==> config.mk <==
export PLATFORM = sky130hd
export DESIGN_NAME = krt_ctrl
export DESIGN_NICKNAME = d
export VERILOG_FILES = /design/src/rtl/krt_pkg.sv /design/src/rtl/krt_ctrl.sv
export SDC_FILE = /design/constraint.sdc
export NUM_CORES = 1
export LEC_CHECK = 0
export BUFFER_PORTS_ARGS = -buffer_cell sky130_fd_sc_hd__buf_2
export CAP_MARGIN = 20
export CORE_ASPECT_RATIO = 1.2
export CORE_MARGIN = 2
export CORE_UTILIZATION = 23
export DETAILED_ROUTE_END_ITERATION = 12
export PLACE_DENSITY = 0.43
export SLEW_MARGIN = 20
export SYNTH_ARGS = -nofsm -noshare
export SYNTH_HDL_FRONTEND = slang
export SYNTH_SLANG_ARGS = --single-unit
==> constraint.sdc <==
create_clock -name clock -period 3.16 [get_ports clock]
set_input_delay 0.632 -clock clock [delete_from_list [all_inputs] [get_ports clock]]
set_output_delay 0.632 -clock clock [all_outputs]
set_load 0.01 [all_outputs]
==> src/rtl/krt_pkg.sv <==
`default_nettype none
// ----------------------------------------------------------------------------
// krt_pkg
// Shared types and constants of the keyed registration table.
// ----------------------------------------------------------------------------
package krt_pkg;

   localparam int unsigned TableEntriesDefault = 16;
   localparam int unsigned NameCharsDefault    = 10;
   localparam int unsigned NameWidth           = 80;
   localparam int unsigned PortWidth           = 16;
   localparam int unsigned CountWidth          = 5;
   localparam int unsigned QuotaReset          = 16;
   localparam int unsigned CsrAddrWidth        = 1;

   typedef enum logic [1:0] {
      ACT_REGISTER   = 2'd0,
      ACT_DEREGISTER = 2'd1,
      ACT_DEREG_ALL  = 2'd2,
      ACT_UNUSED     = 2'd3
   } action_type;

   typedef enum logic [1:0] {
      ST_ACK       = 2'd0,
      ST_QUOTA     = 2'd1,
      ST_DUPLICATE = 2'd2,
      ST_NOT_FOUND = 2'd3
   } status_type;

   localparam logic [CsrAddrWidth-1:0] CSR_ENTRY_QUOTA = '0;

   typedef enum logic [3:0] {
      S_IDLE,
      S_SEARCH,
      S_DECIDE,
      S_SHIFT,
      S_FILE_SCAN,
      S_DIST_SCAN,
      S_DIST_SHIFT,
      S_INSERT,
      S_RESPOND
   } state_type;

   // Controller to datapath commands.
   typedef struct packed {
      logic load;          // capture request word
      logic scan_clear;    // reset scan index and match flags
      logic scan_step;     // advance entry scan
      logic entry_append;  // write new entry at entry count
      logic shift_start;   // set shift index to found entry
      logic shift_step;    // move one entry down
      logic file_start;    // begin search of file among entries
      logic dist_start;    // begin search of distinct list
      logic dist_step;     // advance distinct scan
      logic dist_shift;    // move one distinct name down
      logic dist_append;   // add file to distinct list
      logic set_status;
      status_type status;
   } cmd_type;

   // Datapath to controller status.
   typedef struct packed {
      logic       scan_done;
      logic       pair_found;
      logic       client_found;
      logic       file_found;
      logic       dist_done;
      logic       dist_found;
      logic       shift_done;
      logic       dist_shift_done;
      logic       at_quota;
      logic       dist_full;
      action_type action;
   } stat_type;

endpackage : krt_pkg
`default_nettype wire

==> src/rtl/krt_ctrl.sv <==
`default_nettype none
// ----------------------------------------------------------------------------
// krt_ctrl
// Sequencer that walks one request through search, compaction and the
// distinct list update.
// ----------------------------------------------------------------------------
module krt_ctrl
   import krt_pkg::*;
(
   input  wire logic     clock,
   input  wire logic     reset,
   input  wire logic     req_valid,
   output logic          req_ready,
   output logic          rsp_valid,
   input  wire logic     rsp_ready,
   input  wire stat_type stat,
   output cmd_type       cmd
);

   state_type state_ff, state_in;
   state_type after_removal;

   always_ff @(posedge clock) begin
      if (reset) begin
         state_ff <= S_IDLE;
      end else begin
         state_ff <= state_in;
      end
   end

   assign after_removal = (stat.action == ACT_DEREG_ALL) ? S_SEARCH : S_RESPOND;

   always_comb begin
      state_in = state_ff;
      case (state_ff)
         S_IDLE: begin
            if (req_valid) state_in = S_SEARCH;
         end
         S_SEARCH: begin
            if (stat.scan_done) state_in = S_DECIDE;
         end
         S_DECIDE: begin
            case (stat.action)
               ACT_REGISTER: begin
                  if (stat.at_quota || stat.pair_found) begin
                     state_in = S_RESPOND;
                  end else begin
                     state_in = S_DIST_SCAN;
                  end
               end
               ACT_DEREGISTER: begin
                  state_in = stat.pair_found ? S_SHIFT : S_RESPOND;
               end
               ACT_DEREG_ALL: begin
                  state_in = stat.client_found ? S_SHIFT : S_RESPOND;
               end
               default: state_in = S_RESPOND;
            endcase
         end
         S_SHIFT: begin
            if (stat.shift_done) state_in = S_FILE_SCAN;
         end
         S_FILE_SCAN: begin
            if (stat.scan_done) state_in = stat.file_found ? after_removal : S_DIST_SCAN;
         end
         S_DIST_SCAN: begin
            if (stat.dist_done) begin
               if (stat.action == ACT_REGISTER) begin
                  state_in = S_INSERT;
               end else if (stat.dist_found) begin
                  state_in = S_DIST_SHIFT;
               end else begin
                  state_in = after_removal;
               end
            end
         end
         S_DIST_SHIFT: begin
            if (stat.dist_shift_done) state_in = after_removal;
         end
         S_INSERT:  state_in = S_RESPOND;
         S_RESPOND: begin
            if (rsp_ready) state_in = S_IDLE;
         end
         default: state_in = S_IDLE;
      endcase
   end

   always_comb begin
      cmd        = '0;
      cmd.status = ST_ACK;
      req_ready  = 1'b0;
      rsp_valid  = 1'b0;
      case (state_ff)
         S_IDLE: begin
            req_ready      = 1'b1;
            cmd.load       = req_valid;
            cmd.scan_clear = req_valid;
         end
         S_SEARCH: cmd.scan_step = 1'b1;
         S_DECIDE: begin
            cmd.set_status = 1'b1;
            case (stat.action)
               ACT_REGISTER: begin
                  if (stat.at_quota) begin
                     cmd.status = ST_QUOTA;
                  end else if (stat.pair_found) begin
                     cmd.status = ST_DUPLICATE;
                  end else begin
                     cmd.dist_start = 1'b1;
                  end
               end
               ACT_DEREGISTER: begin
                  cmd.status      = stat.pair_found ? ST_ACK : ST_NOT_FOUND;
                  cmd.shift_start = stat.pair_found;
               end
               ACT_DEREG_ALL: cmd.shift_start = stat.client_found;
               default: cmd.status = ST_NOT_FOUND;
            endcase
         end
         S_SHIFT: begin
            cmd.shift_step = 1'b1;
            cmd.file_start = stat.shift_done;
         end
         S_FILE_SCAN: begin
            cmd.scan_step  = 1'b1;
            cmd.dist_start = stat.scan_done && !stat.file_found;
            cmd.scan_clear = stat.scan_done && stat.file_found;
         end
         S_DIST_SCAN: begin
            cmd.dist_step  = 1'b1;
            cmd.scan_clear = stat.dist_done && stat.action != ACT_REGISTER
                             && !stat.dist_found;
         end
         S_DIST_SHIFT: begin
            cmd.dist_shift = 1'b1;
            cmd.scan_clear = stat.dist_shift_done;
         end
         S_INSERT: begin
            cmd.entry_append = 1'b1;
            cmd.dist_append  = !stat.dist_found && !stat.dist_full;
         end
         S_RESPOND: rsp_valid = 1'b1;
         default: ;
      endcase
   end

endmodule : krt_ctrl
`default_nettype wire

==> results_dict.tcl, run 1 <==
set metrics [dict create \
    rows 20 \
    tritoncts_num_sinks 4 \
    global_route.overflow_total 0 \
    largest_reg_flops 4 \
    htreeDepth 1 \
    setup_repair_after_global_routing_missed_its_margin "no" \
    hold_path.class "in2reg" \
    syn-num-nets 114 \
    finalNetCount 145 \
    num_io_pins 32 \
    wirelength_mm 2.01 \
    clk-insertion-delay-late_ps 230 \
    cts_buffers 3 \
    finalWorstPathRequiredPeriod_ps 2430 \
    slew_limit_headroom_pct 60.6 \
    cts_setup_buffers 0 \
    yosysUniqueCellTypes 37 \
    slew_violations 0 \
    ys.warnings.count 0 \
    ctsLongestPathBuffers 2 \
    floorplan.core_area_mm2 0.00258 \
    ir_worst_vdd_v 0.000114 \
    synth_top_cell_by_area "sky130_fd_sc_hd__dfxtp_1" \
    die_height_um 61.6 \
    detailed_route_drc_error_count 0 \
    flop_and_latch_count_out_of_synthesis 4 \
    maximum_number_of_pins_on_one_net_before_global_route_repair 18 \
    routabilityCongestion 0.730 \
    syn-instance-count 93 \
    synth-edff-count 0 \
    grt_antenna_before_repair 0 \
    fin_crit_sh_pct 77.0 \
    outcome "finished, final reports clean" \
    maxCapViolCount 0 \
    tritoncts_clock_tree "built" \
    grt_pass1_wl_mm 3.35 \
    setup.worst_path.class "reg2out" \
    cp-end-kind "output port" \
    power.static_leakage_nw 0.395 \
    clk_transition_reported_paths_ps 40 \
    synthArstFlopShare_pct 0 \
    timing_worst_slew_pin_value_ps 590 \
    cp.required_ps 2530 \
    dp.final_hpwl_mm 1.55 \
    drt.antenna.violating_nets 0 \
    synth_top_cells_by_area "sky130_fd_sc_hd__dfxtp_1 (13%), sky130_fd_sc_hd__ha_1 (9.8%), sky130_fd_sc_hd__inv_1 (4.7%)" \
    dominantRegCellSynth "sky130_fd_sc_hd__dfxtp_1" \
    cp_max_fo 11 \
    die_area_mm2 0.00320 \
    detail_route.wl_per_cell_um 13.0 \
    dr.pass1.iters 4 \
    first_global_vias 726 \
    routed_via_density 5.19 \
    area_growth_pct 31.3 \
    fraction_of_layout_cells_with_a_size_suffix_above_1_pct 33.6 \
    groute.usage.overall_pct 13.7 \
    max_clock_freq_ghz 0.411 \
    layout_top_registers "state_ff: 4 flops" \
    vias 805 \
    port_buffers 31 \
    clk_root_buffer_cell "sky130_fd_sc_hd__clkbuf_4" \
    ctsHoldBuffers 0 \
    setup_total_negative_slack_ps 0 \
    power.density_cell_area_mw_per_mm2 402 \
    final_hold_viol_count 0 \
    start_util_pct 24.7 \
    cts.repair.resized 0 \
    timing.critical_path.from_type "register" \
    syn_area_um2 636 \
    synth_top_area_share_pct 12.6 \
    fillCellCount 290 \
    finClkSkew_ps 1.98 \
    worst-endpoint-arrival_ps 1800 \
    multiInputGateArea_um2 490 \
    syn-mean-instance-area_um2 6.83 \
    num_antenna_cells 0 \
    utilization_pct 32.4 \
    die_w_um 52.0 \
    seq_area_frac_synth_pct 12.6 \
    drt_first_iter_violations 9 \
    synth_top_cells_by_count "sky130_fd_sc_hd__inv_1 (8), sky130_fd_sc_hd__nor2_1 (8), sky130_fd_sc_hd__a21oi_1 (5), sky130_fd_sc_hd__ha_1 (5), sky130_fd_sc_hd__nand2_1 (5)" \
    final-seq-area_um2 80.1 \
    finalSetupViolations 0 \
    registers.top_by_ff_count "state_ff" \
]
worst paths after layout:
path / endpoint / from / slack [ps] / cells after the start
hold / removal: state_ff[1]$_SDFFE_PP0P_ / reset / 650 / 2
setup / recovery: cmd[6] / state_ff[3]$_SDFFE_PP0P_ / 730 / 4
hold reg to reg: state_ff[0]$_SDFFE_PP0P_ / state_ff[0]$_SDFFE_PP0P_ / 730 / 1
setup reg to reg: state_ff[2]$_SDFFE_PP0P_ / state_ff[3]$_SDFFE_PP0P_ / 1460 / 5
area by class of cell:
type / instances / area share [%]
Clock buffer: 3 / 2.70
Inverter: 10 / 4.50
Multi-Input combinational cell: 73 / 58.8
Sequential cell: 4 / 9.60
Tap cell: 33 / 4.95
Timing Repair Buffer: 32 / 19.5
worst max-delay path: stages, from the launching register on:
cell and delay, ps:
sky130_fd_sc_hd__dfxtp_1 410, sky130_fd_sc_hd__nand2b_2 290, sky130_fd_sc_hd__or3_1 470, sky130_fd_sc_hd__o22ai_1 240
sky130_fd_sc_hd__buf_2 160
power by group:
group	switching [mW]	internal (mW)	leakage, nW
sequential	0.0251	0.0586	0.0326
clock	0.0213	0.0425	0.0138
combinational	0.105	0.0828	0.349
total	0.151	0.184	0.395
layout by cell type (no fill, tap or decap), types with 2 or more instances in the layout:
cell type,Yosys,layout
sky130_fd_sc_hd__o22ai_1,4,4
sky130_fd_sc_hd__nor2_1,8,8
sky130_fd_sc_hd__nor4_1,4,4
sky130_fd_sc_hd__a221oi_1,2,2
sky130_fd_sc_hd__clkbuf_4,0,3
sky130_fd_sc_hd__and2_1,3,3
sky130_fd_sc_hd__o21ai_0,2,2
sky130_fd_sc_hd__inv_2,2,2
sky130_fd_sc_hd__a21oi_1,5,5
sky130_fd_sc_hd__dfxtp_1,4,4
sky130_fd_sc_hd__nor3_1,4,4
sky130_fd_sc_hd__a211oi_1,2,2
sky130_fd_sc_hd__a31oi_1,4,4
sky130_fd_sc_hd__ha_1,5,5
sky130_fd_sc_hd__nand2_1,5,5
sky130_fd_sc_hd__o2bb2ai_1,2,2
sky130_fd_sc_hd__nand3b_1,2,2
sky130_fd_sc_hd__buf_2,4,31
sky130_fd_sc_hd__nand2b_1,3,3
sky130_fd_sc_hd__inv_1,8,8
sky130_fd_sc_hd__a22oi_1,2,2
routing by layer:
metal	routed length (um)	track usage, %	vias up
met2	943	22.4	26
met3	94	1.46	2
met4	18	3.38	0
met5	0	0	-
li1	-	-	405
met1	957	19.1	372
metrics by stage:
stage               area, um2  hold slack, ps  instances  power [mW]  worst slack [ps]
floorplan                 636             645         93       0.210              1160
global placement          812             734        152       0.274               890
finish                    835             646        155       0.335               728
global route              835             653        155       0.376               627
CTS                       835             639        155       0.340               729
detailed placement        812             723        152       0.273               864
cells by family after synthesis:
group	share of synthesized area [%]
XOR/XNOR	1.38
flip-flops	12.6
multiplexers	1.57
buffers and inverters	10.2
AO/OA/AOI/OAI	30.1
AND/OR/NAND/NOR	34.3
adder cells (fa/ha/maj)	9.84
Note: power is estimated with default switching activity, not from simulation.
==> inputs of run 2 (changes only) <==
- clock period: 3.16 -> 2.44 ns (I/O delays scaled with it)
==> run 2 against run 1 <==
Worst setup slack got worse by 510 ps. Largest cell class unchanged. Flip-flop and latch count is the same. Critical path type unchanged. Final area did not move. Highest routed layer is now met3. Hold slack got worse by 140 ps. Clock power grew 25%. Sequential share of layout area is the same. Combinational power grew 28%. Sequential power up 29%. Non-clock buffer count stayed put.
==> results_dict.tcl, run 2 (same netlist as run 1, synthesis figures left out) <==
set metrics [dict create \
    first_global_vias 722 \
    start_util_pct 24.7 \
    layout_top_registers "state_ff: 4 flops" \
    maximum_number_of_pins_on_one_net_before_global_route_repair 18 \
    power.static_leakage_nw 0.395 \
    fraction_of_layout_cells_with_a_size_suffix_above_1_pct 33.6 \
    globalRouteMet1Util_pct 15.7 \
    setup_repair_after_global_routing_missed_its_margin "no" \
    hold_path.class "in2reg" \
    finalWorstPathRequiredPeriod_ps 2220 \
    fillCellCount 298 \
    ir_worst_vdd_v 0.000144 \
    power.density_cell_area_mw_per_mm2 514 \
    final_hold_viol_count 0 \
    grt_antenna_before_repair 0 \
    ctsHoldBuffers 0 \
    clk_transition_reported_paths_ps 40 \
    max_clock_freq_ghz 0.450 \
    area_growth_pct 31.3 \
    finClkSkew_ps 2.92 \
    final-seq-area_um2 80.1 \
    cts_buffers 3 \
    slew_limit_headroom_pct 60.9 \
    global_route.overflow_total 0 \
    cp-end-kind "output port" \
    largest_reg_flops 4 \
    grtUsageMet2_pct 24.2 \
    fin_crit_sh_pct 91.0 \
    timing.critical_path.from_type "register" \
    timing_worst_slew_pin_value_ps 586 \
    setup_total_negative_slack_ps 0 \
    num_antenna_cells 0 \
    drt.antenna.violating_nets 0 \
    port_buffers 31 \
    grt_pass1_wl_mm 3.11 \
    outcome "finished, final reports clean" \
    die_w_um 52.0 \
    vias 780 \
    finalNetCount 145 \
    detailed_route_drc_error_count 0 \
    slew_violations 0 \
    grt.busiest_layer "met2" \
    dp.final_hpwl_mm 1.58 \
    htreeDepth 1 \
    detail_route.wl_per_cell_um 12.5 \
    groute.usage.overall_pct 12.7 \
    layout_common_cells "sky130_fd_sc_hd__buf_2 (31), sky130_fd_sc_hd__inv_1 (8), sky130_fd_sc_hd__nor2_1 (8)" \
    clk_root_buffer_cell "sky130_fd_sc_hd__clkbuf_4" \
    rows 20 \
    die_area_mm2 0.00320 \
    ctsLongestPathBuffers 2 \
    finalSetupViolations 0 \
    worst-endpoint-arrival_ps 1730 \
    maxCapViolCount 0 \
    cts.repair.resized 0 \
    dr.pass1.iters 4 \
    num_io_pins 32 \
    final_cell_area_um2 835 \
    floorplan.core_area_mm2 0.00258 \
    registers.top_by_ff_count "state_ff" \
    met3_track_demand_over_resource_in_global_routing_pct 0.971 \
    wirelength_mm 1.93 \
    cp_max_fo 11 \
    tritoncts_num_sinks 4 \
    cts_setup_buffers 0 \
    drt_first_iter_violations 20 \
    hold_slack_ps 510 \
    dpl-instance-area_um2 812 \
    cp.required_ps 1950 \
    routabilityCongestion 0.781 \
    final_common_cell "sky130_fd_sc_hd__buf_2" \
    setup.worst_path.class "reg2out" \
    clk-insertion-delay-late_ps 230 \
    die_height_um 61.6 \
    tritoncts_clock_tree "built" \
    multiInputGateArea_um2 490 \
    routed_via_density 5.03 \
]
run 2: through the flow:
step | util, % | cells | worst slack (ps) | power, mW
6_report | 32.4 | 155 | 220 | 0.429
5_1_grt | 32.4 | 155 | 108 | 0.476
4_1_cts | 32.4 | 155 | 210 | 0.437
3_5_place_dp | 31.5 | 152 | 432 | 0.353
3_3_place_gp | 31.5 | 152 | 431 | 0.356
2_1_floorplan | - | 93 | 625 | 0.272
run 2: layer usage:
metal,wire length [um],share of wire [%],vias to the layer above
li1,-,-,401
met1,870,45,351
met2,954,49,28
met3,106,5.5,0
met4,0,0,0
met5,0,0,-
run 2: path summary, 6_finish.rpt:
path / startpoint / to / slack [ps] / depth (start not counted)
setup / recovery: state_ff[3]$_SDFFE_PP0P_ / cmd[6] / 220 / 4
hold / removal: reset / state_ff[1]$_SDFFE_PP0P_ / 510 / 2
setup reg to reg: state_ff[2]$_SDFFE_PP0P_ / state_ff[0]$_SDFFE_PP0P_ / 780 / 5
hold reg to reg: state_ff[0]$_SDFFE_PP0P_ / state_ff[0]$_SDFFE_PP0P_ / 720 / 1
run 2: cell type report:
type | count | share of cell area, %
multi-input cells | 73 | 58.8
repair buffers | 32 | 19.5
flip-flops and latches | 4 | 9.60
well taps | 33 | 4.95
inverters | 10 | 4.50
clock buffers | 3 | 2.70
run 2: worst max-delay path: stages (launching register included):
cell	delay (ps)
sky130_fd_sc_hd__dfxtp_1	390
sky130_fd_sc_hd__nand2b_2	270
sky130_fd_sc_hd__or3_1	460
sky130_fd_sc_hd__o22ai_1	210
sky130_fd_sc_hd__buf_2	160
run 2: power breakdown:
| group | internal, mW | switching (mW) | total (mW) |
|---|---|---|---|
| clock network | 0.0549 | 0.0250 | 0.0799 |
| registers | 0.0758 | 0.0320 | 0.108 |
| logic | 0.107 | 0.134 | 0.241 |
==> inputs of run 3 (changes only) <==
- ABC_AREA: unset -> 1
- PLACE_DENSITY: 0.43 -> 0.42
==> run 3 against run 2 <==
Clock power up 3.0%. Global-route usage rose by 0.72 points. Register-to-register slack better by 130 ps. Critical endpoint is now cmd[12]. Critical path depth up 2. Final area grew 12%. Core utilization shrank 1.5 points. Via count grew 19%. Sequential power increased by 9%. Die area grew 13%.
==> results_dict.tcl, run 3 <==
set metrics [dict create \
    ctsHoldBuffers 0 \
    dominantRegCellSynth "sky130_fd_sc_hd__dfxtp_1" \
    synth_top_cells_by_area "sky130_fd_sc_hd__nand2_1 (23%), sky130_fd_sc_hd__inv_1 (16%), sky130_fd_sc_hd__nand3_1 (12%)" \
    slew_limit_headroom_pct 78.8 \
    htreeDepth 1 \
    power.density_cell_area_mw_per_mm2 626 \
    post-layout-total-power_mw 0.585 \
    dpl-instance-area_um2 912 \
    vias 925 \
    worstReg2RegStart "state_ff[2]$_SDFFE_PP0P_" \
    multiInputGateArea_um2 508 \
    groute.usage.overall_pct 13.5 \
    fillCellCount 385 \
    layout_common_cells "sky130_fd_sc_hd__nand2_1 (44), sky130_fd_sc_hd__inv_1 (31), sky130_fd_sc_hd__buf_2 (31)" \
    start_util_pct 24.0 \
    cp_slowest_stage_delay_ps 430 \
    largest_reg_flops 4 \
    syn-num-nets 162 \
    tritoncts_clock_tree "built" \
    maximum_number_of_pins_on_one_net_before_global_route_repair 9 \
    synthArstFlopShare_pct 0 \
    hold_slack_ps 453 \
    r2r_setup_slack_ps 910 \
    clk_transition_reported_paths_ps 40 \
    timing_worst_slew_pin_value_ps 318 \
    cts.repair.resized 0 \
    dr.pass1.iters 4 \
    cts_setup_buffers 0 \
    routed_via_density 4.40 \
    drt.antenna.violating_nets 0 \
    cp.required_ps 1950 \
    clk-insertion-delay-late_ps 240 \
    reg2regPathDepth 9 \
    finalNetCount 197 \
    num_io_pins 32 \
    rows 22 \
    final_hold_viol_count 0 \
    final_cell_area_um2 935 \
    setup.worst_path.class "reg2out" \
    finalWorstPathRequiredPeriod_ps 2080 \
    clk_root_buffer_cell "sky130_fd_sc_hd__clkbuf_4" \
    layout_top_registers "state_ff: 4 flops" \
    grt_antenna_before_repair 0 \
    yosysUniqueCellTypes 19 \
    slew_violations 0 \
    max_clock_freq_ghz 0.481 \
    final-seq-area_um2 80.1 \
    utilization_pct 30.9 \
    maxCapViolCount 0 \
    syn_area_um2 727 \
    hold_path.class "in2reg" \
    cp-end-kind "output port" \
    regToRegEndpoint "state_ff[0]$_SDFFE_PP0P_" \
    detail_route.wl_per_cell_um 10.8 \
    cp_max_fo 8 \
    fin_crit_sh_pct 85.2 \
    wirelength_mm 2.26 \
    global_route.overflow_total 0 \
    dp.final_hpwl_mm 1.91 \
    min-delay-start "reset" \
    area_growth_pct 28.6 \
    drt_first_iter_violations 14 \
    synth-edff-count 0 \
    fraction_of_layout_cells_with_a_size_suffix_above_1_pct 23.0 \
    worstHoldEndpoint "state_ff[1]$_SDFFE_PP0P_" \
    seq_area_frac_synth_pct 11.0 \
    syn-mean-instance-area_um2 5.16 \
    tritoncts_num_sinks 4 \
    syn-instance-count 141 \
    routabilityCongestion 0.783 \
    min_delay_path_depth 2 \
    worst-endpoint-arrival_ps 1590 \
    flop_and_latch_count_out_of_synthesis 4 \
    synth_top_cell_by_area "sky130_fd_sc_hd__nand2_1" \
    power.static_leakage_nw 0.604 \
    ys.warnings.count 0 \
    synth_top_area_share_pct 22.7 \
    setup_total_negative_slack_ps 0 \
    die_height_um 65.6 \
    most_frequent_cell_after_synthesis "sky130_fd_sc_hd__nand2_1" \
    grt_pass1_wl_mm 3.88 \
    floorplan.core_area_mm2 0.00303 \
    ir_worst_vdd_v 0.000263 \
    timing.critical_path.from_type "register" \
    critPathTopFamily "buffers and inverters" \
    finalSetupViolations 0 \
    port_buffers 31 \
    setup_repair_after_global_routing_missed_its_margin "no" \
    detailed_route_drc_error_count 0 \
    synth_top_cells_by_count "sky130_fd_sc_hd__nand2_1 (44), sky130_fd_sc_hd__inv_1 (31), sky130_fd_sc_hd__nand3_1 (17), sky130_fd_sc_hd__nor2_1 (17), sky130_fd_sc_hd__ha_1 (5)" \
    die_area_mm2 0.00363 \
    finClkSkew_ps 4.43 \
    outcome "finished, final reports clean" \
    crit_chain "inv_1, nor2_2, buf_4, nand2_1, o2111ai_1, buf_2" \
    cts_buffers 3 \
    die_w_um 55.3 \
    num_antenna_cells 0 \
    final_common_cell "sky130_fd_sc_hd__nand2_1" \
    registers.top_by_ff_count "state_ff" \
    ctsLongestPathBuffers 2 \
    path_buf_inv 3 \
    critical-path-slowest-cell "sky130_fd_sc_hd__dfxtp_1" \
    first_global_vias 877 \
]
[run 3: changes by cell type after synthesis, moves of 3 or more]
cell / delta
sky130_fd_sc_hd__a31oi_1: -3
sky130_fd_sc_hd__and2_1: -3
sky130_fd_sc_hd__buf_2: -4
sky130_fd_sc_hd__inv_1: +23
sky130_fd_sc_hd__nand2_1: +39
sky130_fd_sc_hd__nand2b_1: -3
sky130_fd_sc_hd__nand3_1: +16
sky130_fd_sc_hd__nand4_1: +3
sky130_fd_sc_hd__nor2_1: +9
sky130_fd_sc_hd__nor4_1: -3
sky130_fd_sc_hd__o22ai_1: -3
[run 3: logic make-up after synthesis]
| family | after synthesis | synth area share [%] |
|---|---|---|
| AOI/OAI and AO/OA | 9 | 7.40 |
| adders and majority gates | 5 | 8.61 |
| buffers and inverters | 33 | 19.1 |
| DFF | 4 | 11.0 |
| and+or+nand+nor | 90 | 53.9 |
[run 3: layer usage]
layer	vias to the layer above	GRT usage, %	wire [um]
li1	505	-	-
met1	385	15.3	1020
met2	31	23.7	1080
met3	4	2.56	119
met4	0	7.32	36
met5	-	0	0
[run 3: worst max path at each step]
stage | from | to | slack, ps | cells past startpoint
CTS | state_ff[2]$_SDFFE_PP0P_ | cmd[12] | 340 | 6
detailed placement | stat[0] | cmd[0] | 490 | 8
global placement | stat[0] | cmd[0] | 510 | 8
floorplan | stat[0] | cmd[0] | 780 | 6
global route | state_ff[2]$_SDFFE_PP0P_ | cmd[6] | 170 | 5
finish | state_ff[2]$_SDFFE_PP0P_ | cmd[12] | 360 | 6
[run 3: power by group]
group          switching (mW)  total (mW)  internal [mW]
sequential             0.0353       0.118         0.0824
clock                  0.0272      0.0823         0.0550
combinational           0.248       0.385          0.137
[run 3: area by class of cell]
class / instances / area share, %
Multi-Input combinational cell: 104 / 54.4
Tap cell: 36 / 4.82
Timing Repair Buffer: 32 / 17.4
Sequential cell: 4 / 8.57
Inverter: 31 / 12.4
Clock buffer: 3 / 2.41
[run 3: through the flow]
step                instances  setup slack [ps]
finish                    210               361
global route              210               170
CTS                       210               336
detailed placement        207               487
global placement          207               508
floorplan                 141               781
